$ cat config.mk
export PLATFORM = sky130hd
export DESIGN_NAME = frcull_face_unit
export DESIGN_NICKNAME = d
export VERILOG_FILES = /design/src/design/frustum_aabb_cull_defines.svh /design/src/design/frcull_pkg.sv /design/src/design/frcull_face_unit.sv
export SDC_FILE = /design/constraint.sdc
export NUM_CORES = 1
export LEC_CHECK = 0
export BUFFER_PORTS_ARGS = -buffer_cell sky130_fd_sc_hd__buf_2
export CAP_MARGIN = 10
export CORE_ASPECT_RATIO = 0.7
export CORE_UTILIZATION = 25
export CTS_CLUSTER_DIAMETER = 100
export CTS_CLUSTER_SIZE = 40
export DETAILED_ROUTE_END_ITERATION = 10
export GPL_ROUTABILITY_DRIVEN = 0
export PLACE_DENSITY = 0.56
export SYNTH_ARGS = -nofsm -noshare
export SYNTH_HDL_FRONTEND = slang
export SYNTH_SLANG_ARGS = --single-unit
$ cat constraint.sdc
create_clock -name i_clk -period 3.6 [get_ports i_clk]
set_input_delay 0.72 -clock i_clk [delete_from_list [all_inputs] [get_ports i_clk]]
set_output_delay 0.72 -clock i_clk [all_outputs]
set_load 0.05 [all_outputs]
$ cat src/design/frustum_aabb_cull_defines.svh
// Assertion macros for the frustum box culler.
// Used by the top level only; the asserting module supplies i_clk and i_rst_n.
`ifndef FRUSTUM_AABB_CULL_DEFINES_SVH
`define FRUSTUM_AABB_CULL_DEFINES_SVH

// Same-cycle implication, disabled during reset.
`define FRCULL_ASSERT_IMP(lbl, ante, cons, msg) \
    lbl: assert property (@(posedge i_clk) disable iff (!i_rst_n) (ante) |-> (cons)) \
        else $error(msg);

// Next-cycle implication, disabled during reset.
`define FRCULL_ASSERT_NEXT(lbl, ante, cons, msg) \
    lbl: assert property (@(posedge i_clk) disable iff (!i_rst_n) (ante) |=> (cons)) \
        else $error(msg);

`endif

$ cat src/design/frcull_pkg.sv
// Package for the frustum box culler: widths, command codes, payload types
// and small helpers. No dependencies.
`default_nettype none

package frcull_pkg;

    localparam int COORD_W      = 32;   // signed coordinate width
    localparam int FRAC_BITS    = 16;   // fixed point fraction bits
    localparam int PLANE_COUNT  = 6;
    localparam int CORNER_COUNT = 8;
    localparam int AXIS_COUNT   = 3;
    localparam int STEP_COUNT   = PLANE_COUNT * AXIS_COUNT;
    localparam int SUM_W        = 2 * COORD_W - FRAC_BITS + 2;
    // ram read, product, accumulate, offset compare
    localparam int DRAIN_LEN    = 4;

    localparam logic [1:0] OP_LOAD_PLANE  = 2'd0;
    localparam logic [1:0] OP_LOAD_CORNER = 2'd1;
    localparam logic [1:0] OP_TEST_BOX    = 2'd2;

    typedef logic signed [COORD_W-1:0]     t_coord;
    typedef logic signed [COORD_W:0]       t_wide;
    typedef logic signed [2*COORD_W-1:0]   t_prod;
    typedef logic signed [SUM_W-1:0]       t_sum;
    typedef t_coord [AXIS_COUNT-1:0]       t_coord3;
    typedef t_wide  [AXIS_COUNT-1:0]       t_wide3;

    typedef struct packed {
        logic [1:0]         operation;
        logic [2:0]         slot;
        logic signed [31:0] value_x;
        logic signed [31:0] value_y;
        logic signed [31:0] value_z;
        logic signed [31:0] plane_offset;
        logic [30:0]        half_x;
        logic [30:0]        half_y;
        logic [30:0]        half_z;
    } t_cmd;

    typedef struct packed {
        logic answered;
        logic visible;
    } t_result;

    typedef struct packed {
        t_coord  offset;
        t_coord3 normal;
    } t_plane;

    typedef struct packed {
        logic clear;    // new box: drop the sticky cull flag
        logic valid;    // normal and vertex data valid this cycle
        logic first;    // first axis of a plane
        logic last;     // last axis of a plane
    } t_mac_ctl;

    typedef struct packed {
        logic valid;
        logic first;
    } t_face_ctl;

    function automatic t_coord3 cmd_vec(input t_cmd c);
        t_coord3 v;
        v[0] = c.value_x[COORD_W-1:0];
        v[1] = c.value_y[COORD_W-1:0];
        v[2] = c.value_z[COORD_W-1:0];
        return v;
    endfunction

    function automatic t_coord3 cmd_half(input t_cmd c);
        t_coord3 h;
        h[0] = t_coord'({1'b0, c.half_x[COORD_W-2:0]});
        h[1] = t_coord'({1'b0, c.half_y[COORD_W-2:0]});
        h[2] = t_coord'({1'b0, c.half_z[COORD_W-2:0]});
        return h;
    endfunction

    function automatic t_coord sat_coord(input t_wide e);
        t_coord s;
        if (e[COORD_W] != e[COORD_W-1]) begin
            s = e[COORD_W] ? {1'b1, {(COORD_W-1){1'b0}}} : {1'b0, {(COORD_W-1){1'b1}}};
        end else begin
            s = e[COORD_W-1:0];
        end
        return s;
    endfunction

endpackage

`default_nettype wire

$ cat src/design/frcull_face_unit.sv
// Face test: checks streamed frustum corners against the six box faces,
// keeping all-above / all-below flags per axis. Uses frcull_pkg.
`default_nettype none

module frcull_face_unit (
    input  wire logic                  i_clk,
    input  wire frcull_pkg::t_face_ctl i_ctl,
    input  wire frcull_pkg::t_coord3   i_corner,
    input  wire frcull_pkg::t_wide3    i_hi,
    input  wire frcull_pkg::t_wide3    i_lo,
    output logic                       o_cull
);
    import frcull_pkg::*;

    logic [AXIS_COUNT-1:0] above;
    logic [AXIS_COUNT-1:0] below;
    logic [AXIS_COUNT-1:0] r_above;
    logic [AXIS_COUNT-1:0] r_below;

    always_comb begin
        t_wide q;
        for (int a = 0; a < AXIS_COUNT; a++) begin
            q        = t_wide'($signed(i_corner[a]));
            above[a] = q >= $signed(i_hi[a]);
            below[a] = q <= $signed(i_lo[a]);
        end
    end

    always_ff @(posedge i_clk) begin
        if (i_ctl.valid) begin
            r_above <= i_ctl.first ? above : (r_above & above);
            r_below <= i_ctl.first ? below : (r_below & below);
        end
    end

    assign o_cull = |(r_above | r_below);

endmodule

`default_nettype wire

==> impl_summary.log <==
INFO  metric yosys_warnings = 0
INFO  metric criticalPathCategory = in -> reg
INFO  metric routedWlPerCell = 13.4 um
INFO  metric via_count = 5781
INFO  metric antenna_found_initial = 0
INFO  metric buffers_inserted_during_post_cts_setup_optimization = 0
INFO  metric synth_commonest_cells = sky130_fd_sc_hd__inv_1, sky130_fd_sc_hd__ha_1, sky130_fd_sc_hd__a21oi_1
INFO  metric die-area = 21500 um2
INFO  metric endpoint_class_of_the_critical_path = flip-flop
INFO  metric drtIter0Drc = 199
INFO  metric fmax = 0.366 GHz
INFO  metric clk_path_buf_depth = 2
INFO  metric async_flop_share = 0
INFO  metric ys.flop_type = sky130_fd_sc_hd__edfxtp_1
INFO  metric final_hold_viol_count = 0
INFO  metric required = 3.57 ns
INFO  metric h-tree-depth = 1
INFO  metric fp-row-count = 43
INFO  metric sequential_element_share_of_the_synthesized_area = 0.0345
INFO  metric switching_power = 0.405 mW
INFO  metric synth_top_area_frac = 0.474
INFO  metric syn_to_final_growth = 36.3%
INFO  metric detail_route.drc_violations = 0
INFO  metric cpPeakStageDelay = 0.55 ns
INFO  metric post_syn_instances = 718
INFO  metric timing.critical_path.from_type = input port
INFO  metric cts_made_buffers = 3
INFO  metric sequentialPowerShare = 0.096
INFO  metric final_core_util = 0.354
INFO  metric switching_share = 0.412
INFO  metric outcome = complete, no violations
INFO  metric totalNegativeSetupSlack = 0 ns
INFO  metric share_clk_of_total_power = 0.183
INFO  metric buffer_ports.inserted = 297
INFO  metric totalPowerFinal = 0.982 mW
INFO  metric post_synth.cell_area_avg = 7.28 um2
INFO  metric power.internal = 0.577 mW
INFO  metric crit_path_cell_trace = buf_2 > ha_1 > nand4_1 > or4_4 > or4_4 > o211ai_2 > a221o_1 > a21oi_1
INFO  metric initial_utilization = 0.260
INFO  metric clkSinkCount = 6
INFO  metric viasPerCell = 4.49
INFO  metric preCtsSetupSlack = 0.647 ns
INFO  metric hold_path_class = reg -> reg
INFO  metric final_nets = 1515
INFO  metric most_frequent_cp_cell = sky130_fd_sc_hd__or4_4
INFO  metric globalRouteOverflowTotal = 0
INFO  metric cts-root-buf = sky130_fd_sc_hd__clkbuf_16
INFO  metric finalWirelength = 17200 um
INFO  metric floorplan.die.height = 123 um
INFO  metric clk-insertion-delay-late = 0.23 ns
INFO  metric worst_slew_pin_slew = 0.529 ns
INFO  metric rsz0062_at_grt = false
INFO  metric synth_nets = 1213
INFO  metric critPathMaxFanout = 3
INFO  metric drive_gt1_frac = 0.303
INFO  metric clk_pin_slew = 0.03 ns
INFO  metric power.density_cell_area = 138 nW/um2
INFO  metric timing.critical_path.arrival = 2.71 ns
INFO  metric ant_nets = 0
INFO  metric finalSetupViolCount = 0
INFO  metric min_period_over_period = 0.760
INFO  metric finalWorstPathRequiredPeriod = 2.74 ns
INFO  metric post-synth-top-count-cell = sky130_fd_sc_hd__inv_1
INFO  metric report.final.slew_viol_count = 0
INFO  metric syn-cell-area = 5230 um2
INFO  metric combinationalPowerShare = 0.722
INFO  metric worst_clock_skew = 0 ns
INFO  metric floorplan.die.width = 175 um
INFO  metric maximum_number_of_pins_on_one_net_before_global_route_repair = 8
INFO  metric largest_voltage_drop_on_the_vdd_net = 0.0730 mV
INFO  metric final.setup.worst_slack = 0.865 ns
INFO  metric dpl.hpwl = 16400 um
INFO  metric cts.hold.buffers_added = 0
INFO  metric synthesized_flop_and_latch_total = 6
INFO  metric cts_tree = yes
INFO  metric synth.area.top_cells = sky130_fd_sc_hd__ha_1, sky130_fd_sc_hd__inv_1, sky130_fd_sc_hd__a21oi_1
INFO  metric wire_length_of_the_first_global_routing_pass = 27500 um
INFO  metric core-area = 20100 um2
INFO  metric grt_pass1_vias = 5818
INFO  metric nFillCells = 2206
INFO  metric p_leak = 4.55 nW
INFO  metric critical-path-slowest-cell = sky130_fd_sc_hd__or4_4
INFO  metric grt_usage = 0.157
INFO  metric n_antenna_cell = 0
INFO  metric post-synth-top-area-cell = sky130_fd_sc_hd__ha_1
INFO  metric synth_cell_types = 35
INFO  metric synth_edf_count = 6
INFO  metric relSlewSlack = 0.638
INFO  metric cts_resized = 0
INFO  metric maxcap_violations = 0
INFO  metric boundaryPins = 298
INFO  metric drt_pre_antenna_iters = 4
==> cells by family (layout without fill, tap and decap cells) <==
family                     count (synthesis)  after routing  share of synthesized area
AOI/OAI and AO/OA                        168            168                      0.205
adders and majority gates                198            198                      0.474
buffers and inverters                    204            504                      0.147
DFF                                        6              6                     0.0345
and+or+nand+nor                          142            142                      0.140
==> registers in the layout, indices dropped and copies added, names as in the netlist <==
| name | flops |
|---|---|
| r_below | 3 |
| r_above | 3 |
==> path summary, 6_finish.rpt <==
path	from	cells after the start	endpoint	slack [ns]
worst min register to register	r_above[2]$_DFFE_PP_	1	r_above[2]$_DFFE_PP_	0.58
worst max-delay path	i_corner[80]	8	r_below[2]$_DFFE_PP_	0.86
worst max register to register	r_above[1]$_DFFE_PP_	4	r_above[1]$_DFFE_PP_	2.35
worst min-delay path	r_above[2]$_DFFE_PP_	1	r_above[2]$_DFFE_PP_	0.58
==> layout make-up <==
type / count / area [um2] / area share
Sequential cell: 6 / 180 / 0.0253
Inverter: 204 / 766 / 0.107
Tap cell: 270 / 338 / 0.0474
Timing Repair Buffer: 297 / 1490 / 0.209
Clock buffer: 3 / 75.1 / 0.0105
Multi-Input combinational cell: 508 / 4280 / 0.601
==> cell usage in the layout (no fill, tap or decap), drive strengths merged, types with 5 or more instances in the layout <==
cell / n
a211oi: 7
a21o: 35
a21oi: 68
a221oi: 5
buf: 297
edfxtp: 6
ha: 198
inv: 204
nand2: 38
nand3: 20
nand4: 38
nor2: 22
nor3: 7
nor4: 7
o211ai: 8
o21ai: 21
==> per-layer routing <==
layer  wire length (um)  part of all wire  vias up  GRT usage
met2               7230              0.42      171      0.253
met4                 68            0.0039        0     0.0196
met3               1020             0.059        4     0.0166
li1                   -                 -     3125          -
met1               8920              0.52     2481      0.231
met5                  0                 0        -          0
==> critical path, delay by kind of cell <==
kind	cells	cell delay (ns)
and+or+nand+nor	3	1.26
AOI/OAI and AO/OA	3	0.31
adders and majority gates	1	0.29
buffers and inverters	1	0.12
==> power by group through the flow <==
stage	clock, mW	sequential, mW	combinational [mW]
6_report	0.180	0.0940	0.709
3_3_place_gp	0	0.0951	0.703
4_1_cts	0.185	0.0944	0.716
2_1_floorplan	0	0.0916	0.398
3_5_place_dp	0	0.0954	0.710
5_1_grt	0.189	0.0952	0.826
==> stage by stage <==
step | std cells | hold slack, ns | area [um2]
6_report | 1288 | 0.584 | 7130
5_1_grt | 1288 | 0.610 | 7130
4_1_cts | 1288 | 0.588 | 7130
3_5_place_dp | 1285 | 0.581 | 7050
3_3_place_gp | 1285 | 0.574 | 7050
2_1_floorplan | 718 | 0.544 | 5230
Power figures use the tool's default switching activity.
