===== src/design/frustum_aabb_cull_defines.svh =====
// Assertion macros for the frustum box culler.
// Used by the top level only; the asserting module supplies i_clk and i_rst_n.
`ifndef FRUSTUM_AABB_CULL_DEFINES_SVH
`define FRUSTUM_AABB_CULL_DEFINES_SVH

// Same-cycle implication, disabled during reset.
`define FRCULL_ASSERT_IMP(lbl, ante, cons, msg) \
    lbl: assert property (@(posedge i_clk) disable iff (!i_rst_n) (ante) |-> (cons)) \
        else $error(msg);

// Next-cycle implication, disabled during reset.
`define FRCULL_ASSERT_NEXT(lbl, ante, cons, msg) \
    lbl: assert property (@(posedge i_clk) disable iff (!i_rst_n) (ante) |=> (cons)) \
        else $error(msg);

`endif


===== src/design/frcull_ram.sv =====
// Simple dual-port synchronous RAM, one write and one read port,
// registered read data. No dependencies.
`default_nettype none

module frcull_ram #(
    parameter int WIDTH = 32,
    parameter int DEPTH = 8,
    localparam int ADDR_W = (DEPTH > 1) ? $clog2(DEPTH) : 1
) (
    input  wire logic              i_clk,
    input  wire logic              i_we,
    input  wire logic [ADDR_W-1:0] i_waddr,
    input  wire logic [WIDTH-1:0]  i_wdata,
    input  wire logic [ADDR_W-1:0] i_raddr,
    output logic      [WIDTH-1:0]  o_rdata
);

    logic [WIDTH-1:0] r_mem [DEPTH];
    logic [WIDTH-1:0] r_rdata;

    always_ff @(posedge i_clk) begin
        if (i_we) begin
            r_mem[i_waddr] <= i_wdata;
        end
        r_rdata <= r_mem[i_raddr];
    end

    assign o_rdata = r_rdata;

endmodule

`default_nettype wire


===== config.mk =====
export PLATFORM = sky130hd
export DESIGN_NAME = frcull_ram
export DESIGN_NICKNAME = d
export VERILOG_FILES = /design/src/design/frustum_aabb_cull_defines.svh /design/src/design/frcull_ram.sv
export SDC_FILE = /design/constraint.sdc
export NUM_CORES = 1
export LEC_CHECK = 0
export ABC_AREA = 1
export BUFFER_PORTS_ARGS = -buffer_cell sky130_fd_sc_hd__buf_2
export CORE_UTILIZATION = 40
export DETAILED_ROUTE_END_ITERATION = 10
export PLACE_DENSITY_LB_ADDON = 0.05
export SKIP_CTS_REPAIR_TIMING = 1
export SYNTH_ARGS = -nofsm -noshare
export SYNTH_HDL_FRONTEND = slang
export SYNTH_SLANG_ARGS = --single-unit

===== constraint.sdc =====
create_clock -name i_clk -period 2.2 [get_ports i_clk]
set_input_delay 0.44 -clock i_clk [delete_from_list [all_inputs] [get_ports i_clk]]
set_output_delay 0.44 -clock i_clk [all_outputs]
set_load 0.05 [all_outputs]

==> results of run 1 <==
-- where the power goes --
part / switching (mW) / leakage (nW) / internal (mW)
Sequential: 0.0537 / 2.60 / 6.17
Clock: 2.07 / 0.481 / 2.89
Combinational: 0.716 / 3.25 / 0.260
Total: 2.84 / 6.33 / 9.32
-- final cells by class --
type,count,share of cell area [%]
Sequential cell,288,60.4
Tap cell,384,3.48
Timing Repair Buffer,96,5.13
Multi-Input combinational cell,558,16.8
Clock buffer,46,6.39
Clock inverter,12,0.689
Inverter,262,7.15
-- how the worst min path moves through the flow --
| stage | startpoint | end | cells past startpoint |
|---|---|---|---|
| 2_1_floorplan | i_wdata[0] | r_mem[0][0] | 0 |
| 3_3_place_gp | r_mem[0][16] | o_rdata[16] | 6 |
| 3_5_place_dp | r_mem[1][27] | o_rdata[27] | 6 |
| 4_1_cts | i_wdata[7] | r_mem[5][7] | 1 |
| 5_1_grt | i_wdata[28] | r_mem[1][28] | 1 |
| 6_report | i_wdata[7] | r_mem[5][7] | 1 |
-- flip-flops by register name (all words and copies together), names as in the netlist --
register	flops
o_rdata	32
r_mem	256
-- synthesized netlist by cell type (all sizes together) --
master and n:
dfxtp 32, nand2 422, nand3 128, clkbuf 7
inv 262, buf 41, nor2 8, edfxtp 256
-- cell families (layout without fill, tap and decap cells) --
group	count (synthesis)	after routing	share of synthesized area, %
buffers and inverters	310	416	10.9
DFF	288	288	70.1
and+or+nand+nor	558	558	19.0
-- placed cells by master (no fill, tap or decap), drive strengths merged --
master    instances
buf              96
clkbuf           46
nand2           422
edfxtp          256
dfxtp            32
bufinv            1
clkinvlp          1
nor2              8
nand3           128
clkinv            8
inv             264
-- routing by layer --
metal,global-route usage [%],part of all wire (%),vias to the layer above
li1,-,-,3746
met4,4.61,2.2,2
met5,0,0.044,-
met2,28.2,47,124
met1,22.7,47,3435
met3,2.58,4.1,42
==> results by stage, run 1 <==
CTS:
- The root buffer cell chosen for the clock tree is clkbuf_16.
- In this run the number of H-tree levels came out at 1.
- The clock reaches the later pin of the worst-skew pair after 560 ps.
- The CTS buffer count is 31.
- After clock tree synthesis, the clock-pin slew on the worst setup and hold paths is 60 ps.
- The tree built by TritonCTS fans out to 288 sinks.
- Counting along the longest clock path gives a buffer depth of 3.
- The clock tree from TritonCTS is done.

Logic synthesis:
- A synthesized cell averages 10.3 um^2.
- Synthesis handed over a netlist of 1,156 instances.
- The count of unique library cells instantiated by Yosys is 12.
- The synthesis-stage register bit count is 288.
- The synthesized design devotes to its leading area cell type 64.7% of total area.
- The number of nets in the synthesized netlist is 1,196.
- Sorting the synthesized cells by area gives the leading types as edfxtp_1 65%, nand2_1 13%, inv_1 8.2%.
- For this run, the number of Yosys warnings is 0.
- The register area share after synthesis is 70.1%.
- In this run the cell area of the synthesized design comes to 11,900 um^2.
- The biggest area contributor in the post-synthesis netlist is edfxtp_1.

Critical path:
- The worst reg2reg path startpoint is r_mem[1][14].
- The startpoint of the worst setup timing path is o_rdata[8].
- STA classifies the critical path endpoint as an output port.
- The startpoint class of the critical path is a flop.
- The number of buffer and inverter instances along the worst setup path is 1.
- The register-to-register setup slack is 1340 ps.
- In this run the number of cells on the critical path is 1.
- On the worst path, the slowest cell contributes a delay of 380 ps.
- On the critical path the largest part of the delay comes from flip-flops.
- The worst setup path category is reg2out.
- The slowest stage of the critical path is the dfxtp_1 cell.
- The required time of the critical path is 1760 ps.
- The destination of the worst register-to-register timing path is o_rdata[14].
- The arrival time reported for the critical path endpoint is 1220 ps.
- Along the worst path, the maximum fanout reaches 1.
- The number of cells on the worst reg-to-reg path is 6.
- The critical path goes through buf_2.
- The critical path endpoint is o_rdata[8].

Power and ir drop:
- IR analysis of the VDD net gives a maximum drop of 0.538 mV.
- In this run the static leakage power is 6.33 nW.
- The total power is 12.2 mW.
- The power density over the cells is 882 nW/um^2.

STA:
- The number of max-slew violations in the final report was 0.
- The worst hold margin is 151 ps.
- Setup violations remaining at the end of the flow were counted as 0.
- In this run the tightest slew margin relative to its limit is 64.3%.
- For the pin with the worst max-slew slack, the measured transition is 535 ps.
- Once routing completed, OpenROAD measured the worst setup slack at 540 ps.
- The count of final hold-check violations is 0.
- The highest achievable clock rate is 0.602 GHz.
- Setup repair after global routing left no endpoint under its margin.
- Setup total negative slack on the finished layout was measured at 0 ps.
- The post-route fraction of the period consumed by the critical path is 75.5%.
- Between clock sinks in the finished design, the worst skew comes to 12.7 ps.
- The post-route minimum period is 1660 ps.

Routing:
- The overall via count from detail_route is 7,349.
- After detailed routing, the number of vias per cell comes to 4.46.
- The routed design has 25,000 um of wire.
- After detailed routing, the average wire length per cell comes to 15.2 um.
- The detail route stage leaves a number of antenna-violating nets equal to 0.
- Before antenna repair, the detailed router went through 6 iterations.
- The detailed-route DRC error count is 0.
- In this run, the number of DRC markers left after iteration 0 of detailed routing was 388.

Global routing:
- The initial antenna violation count came to 1.
- Global routing consumed, over all layers together, 16.8% of the routing resources.
- The first global-routing pass estimated 39,100 um of wire.
- Global routing finished with a remaining overflow of 0.
- The largest net degree at the start of global routing is 75.
- The via count of the first global-routing pass is 6,960.

Floorplanning:
- Once the floorplan was initialized, standard cells occupied 41.0% of the core.
- The die covers 30,400 um^2.
- The floorplan row count is 62.
- The floorplan step set the die height to 174 um.
- After floorplanning, the core was sized to cover 28,900 um^2.
- The total I/O pin count is 72.
- The overall die width is 174 um.

Finish:
- Across the whole layout, storage elements account for 8330 um^2.
- The post-layout net count is 1,277.
- Excluding fillers, the count of instances in the completed layout stands at 1,646.
- The post-route netlist has 12.0% of its cells at a drive strength greater than 1.
- The post-route core utilization is 47.7%.
- The multi-input combinational cells in the finished layout cover a total of 2310 um^2.
- The count of inserted antenna diode cells is 0.
- The layout has 2,701 filler cells.
- Relative to the synthesized area, the layout overhead comes to 16.2%.
- The final design instance area without fill is 13,800 um^2.

Placed design:
- The quantity of I/O buffers inserted on ports is 71.
- The post-placement worst setup slack is 456 ps.
- The cell area after placement is 12,800 um^2.
- The congestion estimate from routability-driven global placement came to 0.713.
- After legalization and detailed placement, the total HPWL measured 13,000 um.
- Counting tap cells, the placed design contains a total of 1,588 instances.

Outcome:
- The flow ran to the end, and the final reports show no timing, DRC or antenna violations.

Min path:
- The classification of the worst-slack hold path is in2reg.

Run:
- The tool flagged a number of max-cap violations equal to 0.
(Power assumes the default switching activity.)
==> inputs of run 2 (changes only) <==
==> constraint.sdc (replaced) <==
create_clock -name i_clk -period 1.4 [get_ports i_clk]
set_input_delay 0.28 -clock i_clk [delete_from_list [all_inputs] [get_ports i_clk]]
set_output_delay 0.28 -clock i_clk [all_outputs]
set_load 0.05 [all_outputs]
==> results by stage, run 2 (synthesis results as in run 1) <==
Power and ir drop:
- The maximum vdd drop came to 0.976 mV (+81%).
- The power density over the cells is 1400 nW/um^2 (+59%).
- The total power is 20.0 mW (+65%).
- The leakage component of the power was 6.54 nW (+3.4%).

Finish:
- The number of cells in the finished layout apart from fillers is 1,672 (+1.6%).
- Ranked by flip-flop count, first place goes to r_mem.
- The count of inserted antenna diode cells is 0 (unchanged).
- The share of final-layout standard cells stronger than drive strength 1 is 13.2% (+1.2 points).
- The area overhead of the layout relative to synthesis is 20.3%.
- The post-route core utilization is 49.3% (+1.7 points).
- The post-layout net count was 1,302 (+2.0%).
- The library cell used most frequently in the layout, excluding fill and tap cells, is nand2_1.
- In the layout the commonest cells are 422 x nand2_1, 260 x inv_1, 256 x edfxtp_1.
- The flip-flop count of the largest register after layout is 256 (unchanged).
- The fill cell total of the finished layout is 2,647 (-2.0%).

STA:
- The highest achievable clock rate is 0.730 GHz.
- The largest clock skew in the final design is 10.2 ps (-2.48 ps).
- The transition time of the tightest slew-check pin was 305 ps (-230 ps).
- The worst path needs 1370 ps of the cycle, external delays included.
- The worst slew slack as a fraction of its limit is 79.7% (+15 points).
- In the finished design, the share of the clock period the worst path needs comes to 97.8%.
- The number of max-slew violations in the final report is 0 (unchanged).
- The final critical-path setup slack came to 30.9 ps (-509 ps).
- The final count of negative-setup-slack endpoints is 0 (unchanged).
- The count of final hold-check violations was 0 (unchanged).
- The total negative setup slack is 0 ps (unchanged).

CTS:
- The clock tree from TritonCTS is done.
- CTS placed an instance of clkbuf_16 at the clock tree root.
- The CTS buffer count is 34 (+9.7%).
- The total clock sinks was 288 (unchanged).
- The clock-pin transition on the worst setup and hold timing paths is 60 ps (about the same).
- The maximum level of the CTS H-tree is 2 (+1).
- The maximum clock insertion buffer count came to 3 (unchanged).
- The clock latency of the later-clocked register in the worst-skew pair was 500 ps (-60 ps).

Routing:
- The violation count after the first detailed-routing iteration is 358 (-7.7%).
- The overall routed net length was 25,700 um (+3.2%).
- The detailed-route DRC error count is 0 (unchanged).
- The routed wire length per instance is 15.4 um (+1.5%).
- The via density per instance came to 4.41 (-1.1%).
- The overall via count from detail_route is 7,381 (+0.44%).
- The count of nets left with antenna violations after detail routing is 0 (unchanged).
- The first-pass iteration count of the detailed router is 4 (-2).

Floorplanning:
- The die outline area was 30,400 um^2 (unchanged).
- The total I/O pin count is 72 (unchanged).
- The overall die width is 174 um (unchanged).
- The die extent in y was 174 um (unchanged).
- The floorplan row count was 62 (unchanged).
- The area of the core region is 28,900 um^2 (unchanged).
- The effective utilization at floorplan was 41.0% (unchanged).

Critical path:
- The worst setup path is captured at an output port.
- The arrival time reported for the critical path endpoint is 1090 ps (-130 ps).
- The highest fanout seen on the critical path is 1 (unchanged).
- The cell with the largest stage delay on the worst path is dfxtp_1.
- The worst setup path category is reg2out.
- The worst setup path is launched from a flop.
- The required time of the critical path is 1120 ps (-640 ps).
- The kind of cell adding the most delay to the critical path is flip-flops.
- The critical path goes through clkbuf_4.
- The delay of the slowest cell on the worst path is 350 ps (-30 ps).
- The number of buffer and inverter instances along the worst setup path was 1 (unchanged).

Placed design:
- The total half-perimeter wirelength after legalization and detailed placement came to 16,000 um (+23%).
- The quantity of I/O buffers inserted on ports is 71 (unchanged).
- The instance count after placement with tap cells included is 1,610 (+1.4%).
- The post-placement worst setup slack is 39.6 ps (-416 ps).
- The weighted congestion reported at the end of routability-driven placement came to 0.729 (+2.4%).

Global routing:
- The largest net degree at the start of global routing is 41 (-45%).
- The total routing resource utilization after global routing was 17.6% (+0.79 points).
- The via count of the first global-routing pass is 7,332 (+5.3%).
- The total grt overflow is 0 (unchanged).
- The initial antenna violation count is 0 (-1).
- The wire length of the first global-routing pass came to 40,900 um (+4.5%).

Min path:
- The classification of the worst-slack hold path is in2reg.

Outcome:
- The run finished with clean final reports.

Run:
- The count of max-cap constraint violations is 0 (unchanged).
==> run 2: through the flow <==
stage          hold WS, ps  cell area (um^2)
6_report              54.3             14300
5_1_grt               50.3             14300
4_1_cts               41.9             14300
3_5_place_dp           566             13200
3_3_place_gp           565             13200
2_1_floorplan          379             11900
==> run 2: final cells by class <==
class	count	area, um^2	share of cell area, %
clock buffers	57	1020	7.15
clock inverters	5	72.6	0.508
inverters	262	986	6.91
multi-input cells	558	2310	16.2
flip-flops and latches	288	8330	58.3
well taps	384	480	3.37
repair buffers	118	1070	7.53
==> run 2: final timing paths <==
kind / start / cells after the start / to / slack [ps]
setup / recovery: o_rdata[23] / 1 / o_rdata[23] / 30
hold / removal: i_wdata[2] / 1 / r_mem[0][2] / 50
setup reg to reg: r_mem[7][8] / 6 / o_rdata[8] / 490
hold reg to reg: r_mem[0][17] / 6 / o_rdata[17] / 630
==> run 2: worst register-to-register path, delay by kind of cell (launching register included) <==
family	cells	cell delay, ps
DFF	1	370
and+or+nand+nor	5	330
buffers and inverters	1	60
==> run 2: layer usage <==
metal,wire [um],GRT usage [%],up-vias
li1,-,-,3803
met1,11800,23.4,3412
met2,12500,29.6,121
met3,960,3.08,45
met4,476,4.75,0
met5,0,0,-
==> run 2: where the power goes <==
group	switching, mW	internal (mW)
clock	3.26	5.33
sequential	0.0806	9.71
combinational	1.17	0.501
total	4.51	15.5
